`src/rtl/ptt_pkg.sv`:
```
// Shared constants, types and the arctangent table of the pan/tilt tracker.
package ptt_pkg;

  localparam int CORDIC_STEPS = 20;

  localparam int ADDR_W  = 5;
  localparam int DATA_W  = 32;
  localparam int VAL_W   = 32;
  localparam int GAIN_W  = 24;
  localparam int RATE_W  = 31;
  localparam int AGE_W   = 16;
  localparam int TIME_W  = 24;

  // CORDIC datapath: vectors normalized to [2^40, 2^41), angle in Q2.30 plus pi offset
  localparam int CW       = 46;
  localparam int ZW       = 36;
  localparam int NORM_BIT = 40;
  localparam int ITER_W   = 6;
  localparam logic signed [CW-1:0] NORM_MIN = 46'sd1 <<< NORM_BIT;
  localparam logic signed [ZW-1:0] PI_Q30   = 36'sd3373259426;
  localparam logic signed [ZW-1:0] Z_ROUND  = 36'sd8192;

  // serial multiply and divide
  localparam int MUL_BITS = 24;
  localparam int ACC_W    = 64;
  localparam int REM_W    = 25;

  localparam logic [TIME_W-1:0] RESET_MOVE_US = 24'd100000;
  localparam logic [TIME_W-1:0] US_PER_S      = 24'd1000000;

  typedef enum logic [2:0] {
    REG_GAIN_P_PAN  = 3'd0,
    REG_GAIN_P_TILT = 3'd1,
    REG_GAIN_D_PAN  = 3'd2,
    REG_GAIN_D_TILT = 3'd3,
    REG_RATE_LIMIT  = 3'd4,
    REG_DEADBAND    = 3'd5,
    REG_STALE_LIMIT = 3'd6
  } cfg_reg_t;

  typedef enum logic [1:0] {T_IDLE, T_ANGLE, T_AXIS, T_WB} top_state_t;
  typedef enum logic [1:0] {C_IDLE, C_NORM, C_ITER, C_DONE} cordic_state_t;
  typedef enum logic [3:0] {
    A_IDLE, A_MUL_P, A_MUL_D, A_MUL_M, A_DIV_D, A_SUM, A_MUL_S, A_DIV_S, A_DONE
  } axis_state_t;

  typedef struct packed {
    logic [GAIN_W-1:0] kp;
    logic [GAIN_W-1:0] kd;
    logic [RATE_W-1:0] rate_limit;
    logic [RATE_W-1:0] deadband;
  } axis_cfg_t;

  typedef struct packed {
    logic signed [VAL_W-1:0] err;
    logic signed [VAL_W-1:0] prev;
    logic signed [VAL_W-1:0] pos;
    logic [TIME_W-1:0]       dt;
  } axis_in_t;

  // atan(2^-i) in Q2.30
  function automatic logic [31:0] atan_entry(input logic [4:0] idx);
    logic [31:0] v;
    case (idx)
      5'd0:  v = 32'h3243F6A8;
      5'd1:  v = 32'h1DAC6705;
      5'd2:  v = 32'h0FADBAFC;
      5'd3:  v = 32'h07F56EA6;
      5'd4:  v = 32'h03FEAB76;
      5'd5:  v = 32'h01FFD55B;
      5'd6:  v = 32'h00FFFAAA;
      5'd7:  v = 32'h007FFF55;
      5'd8:  v = 32'h003FFFEA;
      5'd9:  v = 32'h001FFFFD;
      5'd10: v = 32'h000FFFFF;
      5'd11: v = 32'h0007FFFF;
      5'd12: v = 32'h0003FFFF;
      5'd13: v = 32'h0001FFFF;
      5'd14: v = 32'h0000FFFF;
      5'd15: v = 32'h00007FFF;
      5'd16: v = 32'h00003FFF;
      5'd17: v = 32'h00001FFF;
      5'd18: v = 32'h00000FFF;
      5'd19: v = 32'h000007FF;
      5'd20: v = 32'h000003FF;
      5'd21: v = 32'h000001FF;
      5'd22: v = 32'h000000FF;
      5'd23: v = 32'h0000007F;
      5'd24: v = 32'h0000003F;
      5'd25: v = 32'h0000001F;
      5'd26: v = 32'h0000000F;
      5'd27: v = 32'h00000008;
      5'd28: v = 32'h00000004;
      5'd29: v = 32'h00000002;
      5'd30: v = 32'h00000001;
      default: v = 32'h00000000;
    endcase
    return v;
  endfunction

endpackage

```
`src/rtl/ptt_axis.sv`:
```
// One axis of the PD law: shift-add multiplies and restoring divides, one bit a cycle.
module ptt_axis (
  input  logic                              clk,
  input  logic                              rst,
  input  logic                              start,
  input  ptt_pkg::axis_in_t                 in_data,
  input  ptt_pkg::axis_cfg_t                cfg,
  output logic                              done,
  output logic signed [ptt_pkg::VAL_W-1:0]  target
);
  import ptt_pkg::*;

  axis_state_t state, state_next;

  logic [ACC_W-1:0]    acc, mcand, acc_add, num, quot;
  logic [MUL_BITS-1:0] mplier;
  logic [4:0]          mcnt;
  logic [5:0]          dcnt;
  logic [REM_W-1:0]    rem, rem_sh, rem_next;
  logic [TIME_W-1:0]   divisor, dt;
  logic                qbit, mul_last, div_last;

  logic                    err_neg, diff_neg, rate_neg;
  logic [31:0]             err_mag, err_mag_in, rate_mag;
  logic [32:0]             diff_mag, diff_mag_in;
  logic signed [32:0]      diff_in;
  logic [42:0]             pmag;
  logic [62:0]             dmag;
  logic signed [VAL_W-1:0] pos, rate, sat;
  logic signed [65:0]      p_s, d_s, sum, lim_s, sum_c;
  logic signed [39:0]      step_s, t_full;

  assign mul_last = mcnt == 5'(MUL_BITS - 1);
  assign div_last = dcnt == 6'(ACC_W - 1);
  assign acc_add  = acc + (mplier[0] ? mcand : '0);

  assign rem_sh   = {rem[REM_W-2:0], num[ACC_W-1]};
  assign qbit     = rem_sh >= {1'b0, divisor};
  assign rem_next = qbit ? rem_sh - {1'b0, divisor} : rem_sh;
  assign quot     = {num[ACC_W-2:0], qbit};

  assign err_mag_in  = in_data.err[VAL_W-1] ? 32'(-in_data.err) : 32'(in_data.err);
  assign diff_in     = {in_data.err[VAL_W-1], in_data.err}
                     - {in_data.prev[VAL_W-1], in_data.prev};
  assign diff_mag_in = diff_in[32] ? 33'(-diff_in) : 33'(diff_in);

  // P + D, clamp to +-limit, floor to Q16.16, deadband
  assign p_s   = err_neg ? -$signed({23'b0, pmag}) : $signed({23'b0, pmag});
  assign d_s   = diff_neg ? -$signed({3'b0, dmag}) : $signed({3'b0, dmag});
  assign sum   = p_s + d_s;
  assign lim_s = $signed({19'b0, cfg.rate_limit, 16'b0});
  assign sum_c = (sum > lim_s) ? lim_s : ((sum < -lim_s) ? -lim_s : sum);
  assign rate  = (err_mag < {1'b0, cfg.deadband}) ? '0 : $signed(sum_c[47:16]);
  assign rate_mag = rate[VAL_W-1] ? 32'(-rate) : 32'(rate);

  // position plus step, saturated
  assign step_s = rate_neg ? -$signed({1'b0, quot[38:0]}) : $signed({1'b0, quot[38:0]});
  assign t_full = step_s + $signed({{8{pos[VAL_W-1]}}, pos});
  assign sat    = (t_full > 40'sd2147483647) ? 32'sh7FFFFFFF :
                  (t_full < -40'sd2147483648) ? 32'sh80000000 : $signed(t_full[31:0]);

  always_ff @(posedge clk) begin
    if (rst) begin
      state <= A_IDLE;
    end else begin
      state <= state_next;
    end
  end

  always_comb begin
    state_next = state;
    done       = 1'b0;
    unique case (state)
      A_IDLE:  if (start) state_next = A_MUL_P;
      A_MUL_P: if (mul_last) state_next = A_MUL_D;
      A_MUL_D: if (mul_last) state_next = A_MUL_M;
      A_MUL_M: if (mul_last) state_next = A_DIV_D;
      A_DIV_D: if (div_last) state_next = A_SUM;
      A_SUM:   state_next = A_MUL_S;
      A_MUL_S: if (mul_last) state_next = A_DIV_S;
      A_DIV_S: if (div_last) state_next = A_DONE;
      A_DONE: begin
        done       = 1'b1;
        state_next = A_IDLE;
      end
      default: state_next = A_IDLE;
    endcase
  end

  always_ff @(posedge clk) begin
    case (state)
      A_IDLE: begin
        if (start) begin
          err_neg  <= in_data.err[VAL_W-1];
          err_mag  <= err_mag_in;
          diff_neg <= diff_in[32];
          diff_mag <= diff_mag_in;
          dt       <= in_data.dt;
          pos      <= in_data.pos;
          acc      <= '0;
          mcand    <= {32'b0, err_mag_in};
          mplier   <= cfg.kp;
          mcnt     <= '0;
        end
      end
      A_MUL_P, A_MUL_D, A_MUL_M, A_MUL_S: begin
        acc    <= acc_add;
        mcand  <= mcand << 1;
        mplier <= mplier >> 1;
        mcnt   <= mcnt + 1'b1;
        if (mul_last) begin
          acc  <= '0;
          mcnt <= '0;
          rem  <= '0;
          dcnt <= '0;
          case (state)
            A_MUL_P: begin
              pmag   <= acc_add[42:0];
              mcand  <= {31'b0, diff_mag};
              mplier <= cfg.kd;
            end
            A_MUL_D: begin
              mcand  <= acc_add;
              mplier <= US_PER_S;
            end
            A_MUL_M: begin
              num     <= acc_add;
              divisor <= dt;
            end
            default: begin
              num     <= acc_add;
              divisor <= US_PER_S;
            end
          endcase
        end
      end
      A_DIV_D, A_DIV_S: begin
        num  <= quot;
        rem  <= rem_next;
        dcnt <= dcnt + 1'b1;
        if (div_last) begin
          if (state == A_DIV_D) begin
            dmag <= quot[62:0];
          end else begin
            target <= sat;
          end
        end
      end
      A_SUM: begin
        rate_neg <= rate[VAL_W-1];
        acc      <= '0;
        mcand    <= {32'b0, rate_mag};
        mplier   <= dt;
        mcnt     <= '0;
      end
      default: ;
    endcase
  end

endmodule

```
`config.mk`:
```
export PLATFORM = sky130hd
export DESIGN_NAME = ptt_axis
export DESIGN_NICKNAME = d
export VERILOG_FILES = /design/src/rtl/ptt_pkg.sv /design/src/rtl/ptt_axis.sv
export SDC_FILE = /design/constraint.sdc
export NUM_CORES = 2
export LEC_CHECK = 0
export BUFFER_PORTS_ARGS = -buffer_cell sky130_fd_sc_hd__clkbuf_2
export CORE_MARGIN = 10
export CORE_UTILIZATION = 45
export DETAILED_ROUTE_END_ITERATION = 8
export PLACE_DENSITY = 0.61
export SETUP_SLACK_MARGIN = 0.15
export SLEW_MARGIN = 15
export SYNTH_ARGS = -nofsm -noshare
export SYNTH_HDL_FRONTEND = slang
export SYNTH_SLANG_ARGS = --single-unit
```
`constraint.sdc`:
```
create_clock -name clk -period 23.4 [get_ports clk]
set_input_delay 2.34 -clock clk [delete_from_list [all_inputs] [get_ports clk]]
set_output_delay 2.34 -clock clk [all_outputs]
set_load 0.01 [all_outputs]
```
==> flow_summary.toml <==
[status]
status = "finished, final reports clean"

[yosys]
ys_types = 98
ys_seq_elements = 541
yosys_warnings = 0
syn_nets = 5260
synth_area_mm2 = 0.04307
synth_edf_count = 537
async_reset_ff_frac = 0
yosysSeqAreaShare = 0.3763
avgSynthCellArea_um2 = 9.199
yosysTopAreaCellShare = 0.3744
synth_flop_cell = "edfxtp_1"
synth_top_cells_by_area = "edfxtp_1, ha_1, xnor2_1"
synth_cells = 4682
synth_top_area_cell = "edfxtp_1"

[clock_tree]
hold_buffers = 0
cts.htree.levels = 2
worstSkewPairLatency_ps = 630
post-cts-setup-buffers = 0
cts_tree = "built"
cts.clk_slew.worst_paths_ps = 70
clock_path_buffers = 3
root_buffer = "clkbuf_16"
numClockSinks = 541
ctsResizeCount = 0
cts_buffers = 55

[critical_path]
slowest_delay_ps = 1070
critPathSlowestCell = "nor4_2"
crit_arrival_ps = 13870
rr_worst_depth = 37
rr_endpoint = "mcand[29]$_DFFE_PP_"
critPathCapture = "mcand[29]$_DFFE_PP_"
worstSetupStartpointType = "flip-flop"
startpoint = "pmag[11]$_DFFE_PP_"
crit_required_ps = 23730
worstSetupPathType = "reg2reg"
crit_top_cell = "nor2_1"
regToRegSetupSlack_ps = 9860
reg2reg_from = "pmag[11]$_DFFE_PP_"
end_kind = "flip-flop"
path_max_fanout = 20

[global_routing]
grt_usage = 0.2425
grt_pass1_wl_um = 208300
grt_pass1_vias = 35150
grt_antenna_before_repair = 5
grt_overflow = 0
grt_max_degree = 158

[floorplan]
rows = 113
die_y_um = 329.4
core_region_area_mm2 = 0.09501
start_util = 0.4533
die-area_mm2 = 0.1085
boundaryPins = 266
die_w_um = 329.4

[layout]
fillers = 9049
seqCellArea_mm2 = 0.01621
final_nets = 5434
stdcell_count = 6167
drive_above_1_share = 0.1006
multi_input_area_mm2 = 0.02527
syn_to_final_growth_pct = 10.39

[timing]
max_freq_mhz = 73.85
period_minus_slack_ps = 13540
worst_pin_slew_ps = 1164
relSlewSlack = 0.2191
final_hold_viol_count = 0
setup_viol = 0
finClkSkew_ps = 22.37
period_share = 0.5787
rsz0062_at_grt = "false"
setup_tns_ps = 0
drv_slew = 0

[power_and_ir_drop]
power_density_mw_per_mm2 = 131.2
ir_worst_vdd_mv = 0.07604
leakagePower_nw = 18.90

[routing]
detail-route-antenna-nets = 0
via_per_inst = 6.042
drtIter0Drc = 3966
wl_per_cell_um = 22.09
firstDrtPassIters = 6
vias = 37260
totalWireLength_um = 136300
drcViolationCount = 0

[run]
drv_cap = 0

[worst_hold_path]
hp-class = "reg2reg"

[placement]
port_buffers = 265
gp_congestion = 0.9558
dp.cells = 6064
hpwl_um = 107000
-- through the flow --
step / hold slack (ps) / worst slack [ps] / power [W] / utilization / area [um2]
final: 456.1 / 9858 / 0.006240 / 0.5004 / 47540
after global routing: 465.7 / 9043 / 0.006637 / 0.5004 / 47540
after CTS: 459.1 / 10170 / 0.006164 / 0.5003 / 47530
after detailed placement: 438.2 / 10210 / 0.005227 / 0.4808 / 45680
after global placement: 431.1 / 10300 / 0.005207 / 0.4808 / 45680
after floorplan: 422.2 / 8606 / 0.004149 / - / 43070
-- critical path: cells and delay by family (launching register included) --
family	cells	cell delay, ps
AND/OR/NAND/NOR	19	7390
XOR/XNOR	2	350
AO/OA/AOI/OAI	11	3640
multiplexers	1	450
flip-flops	1	440
adder cells (fa/ha/maj)	2	670
buffers and inverters	2	300
-- Yosys cell counts (30+ instances only) --
library cell / number
edfxtp_1: 537
nand2_1: 430
ha_1: 340
nor2_1: 339
o21ai_0: 337
xnor2_1: 325
a21oi_1: 311
inv_1: 252
clkbuf_1: 176
a21o_1: 133
and2_1: 128
xor2_1: 108
nor3_1: 97
nand3_1: 83
o31ai_1: 80
nand4_1: 76
o21a_1: 65
nand2b_1: 62
or3_1: 54
a31oi_1: 47
a222oi_1: 46
nor2b_1: 41
nor4_1: 40
a211oi_1: 34
and3_1: 33
o211ai_1: 30
-- sequential cells by signal (all words and copies together) (netlist names) --
register,count
dt,24
divisor,24
target,32
state,4
num,64
dmag,63
dcnt,6
diff_mag,33
mcnt,5
err_mag,32
err_neg,1
mcand,64
acc,64
pmag,43
diff_neg,1
mplier,24
rate_neg,1
pos,32
rem,24
-- final cells by class --
type	count	area share
Clock buffer	63	0.03047
Multi-Input combinational cell	3693	0.5315
Sequential cell	541	0.3409
Tap cell	1265	0.03329
Inverter	255	0.02013
Timing Repair Buffer	310	0.03526
Clock inverter	39	0.008421
Antenna cell	1	0.00005263
-- worst min path at each step --
stage	endpoint	cells after the start	from
3_3_place_gp	dmag[43]$_DFFE_PP_	0	num[42]$_DFFE_PP_
4_1_cts	dmag[46]$_DFFE_PP_	0	num[45]$_DFFE_PP_
6_report	dmag[46]$_DFFE_PP_	0	num[45]$_DFFE_PP_
2_1_floorplan	dmag[46]$_DFFE_PP_	0	num[45]$_DFFE_PP_
3_5_place_dp	dmag[39]$_DFFE_PP_	0	num[38]$_DFFE_PP_
5_1_grt	dmag[44]$_DFFE_PP_	0	num[43]$_DFFE_PP_
-- cells by family (layout without fill, tap and decap cells) --
kind of cell | count (synthesis) | count (layout) | share of synthesized area
xor gates and xnor gates | 435 | 435 | 0.08907
and+or+nand+nor | 1495 | 1495 | 0.1723
muxes | 27 | 27 | 0.006449
adders and majority gates | 345 | 345 | 0.1011
buffers and inverters | 448 | 667 | 0.03992
AOI/OAI and AO/OA | 1391 | 1391 | 0.2149
DFF | 541 | 541 | 0.3763
other | 0 | 1 | 0
-- layer usage --
layer  GRT usage  wire length, um  share of wire
met1      0.3576            63070           0.46
met2      0.3749            59320           0.44
met3     0.03148            11040          0.081
met4     0.05329             2816          0.021
met5           0               13       0.000095
-- cells in the final DEF, fill, tap and decap left out, types with 16 or more instances in the layout --
cell type  Yosys  routed
a211oi_1      34      33
a21boi_0      23      23
a21o_1       133     133
a21oi_1      311     311
a221o_1       18      18
a222oi_1      46      46
a31oi_1       47      46
and2_1       128     128
and3_1        33      33
buf_4          3      44
clkbuf_16      0      57
clkbuf_2       0     265
edfxtp_1     537     537
ha_1         340     340
inv_1        252     252
mux2i_1       21      21
nand2_1      430     430
nand2b_1      62      61
nand3_1       83      83
nand4_1       76      76
nor2_1       339     338
nor2b_1       41      40
nor3_1        97      93
nor4_1        40      34
o211ai_1      30      30
o21a_1        65      65
o21ai_0      337     334
o21bai_1      26      26
o221ai_1      16      16
o31ai_1       80      79
o41ai_1       25      25
or2_2         29      29
or3_1         54      53
or4_1         27      27
xnor2_1      325     325
xor2_1       108     108
-- where the power goes --
| group | internal [W] | switching (W) |
|---|---|---|
| sequential | 0.00147 | 0.000116 |
| combinational | 0.00125 | 0.00248 |
| clock | 0.000523 | 0.000392 |
| total | 0.00325 | 0.00299 |
(Power assumes the default switching activity.)
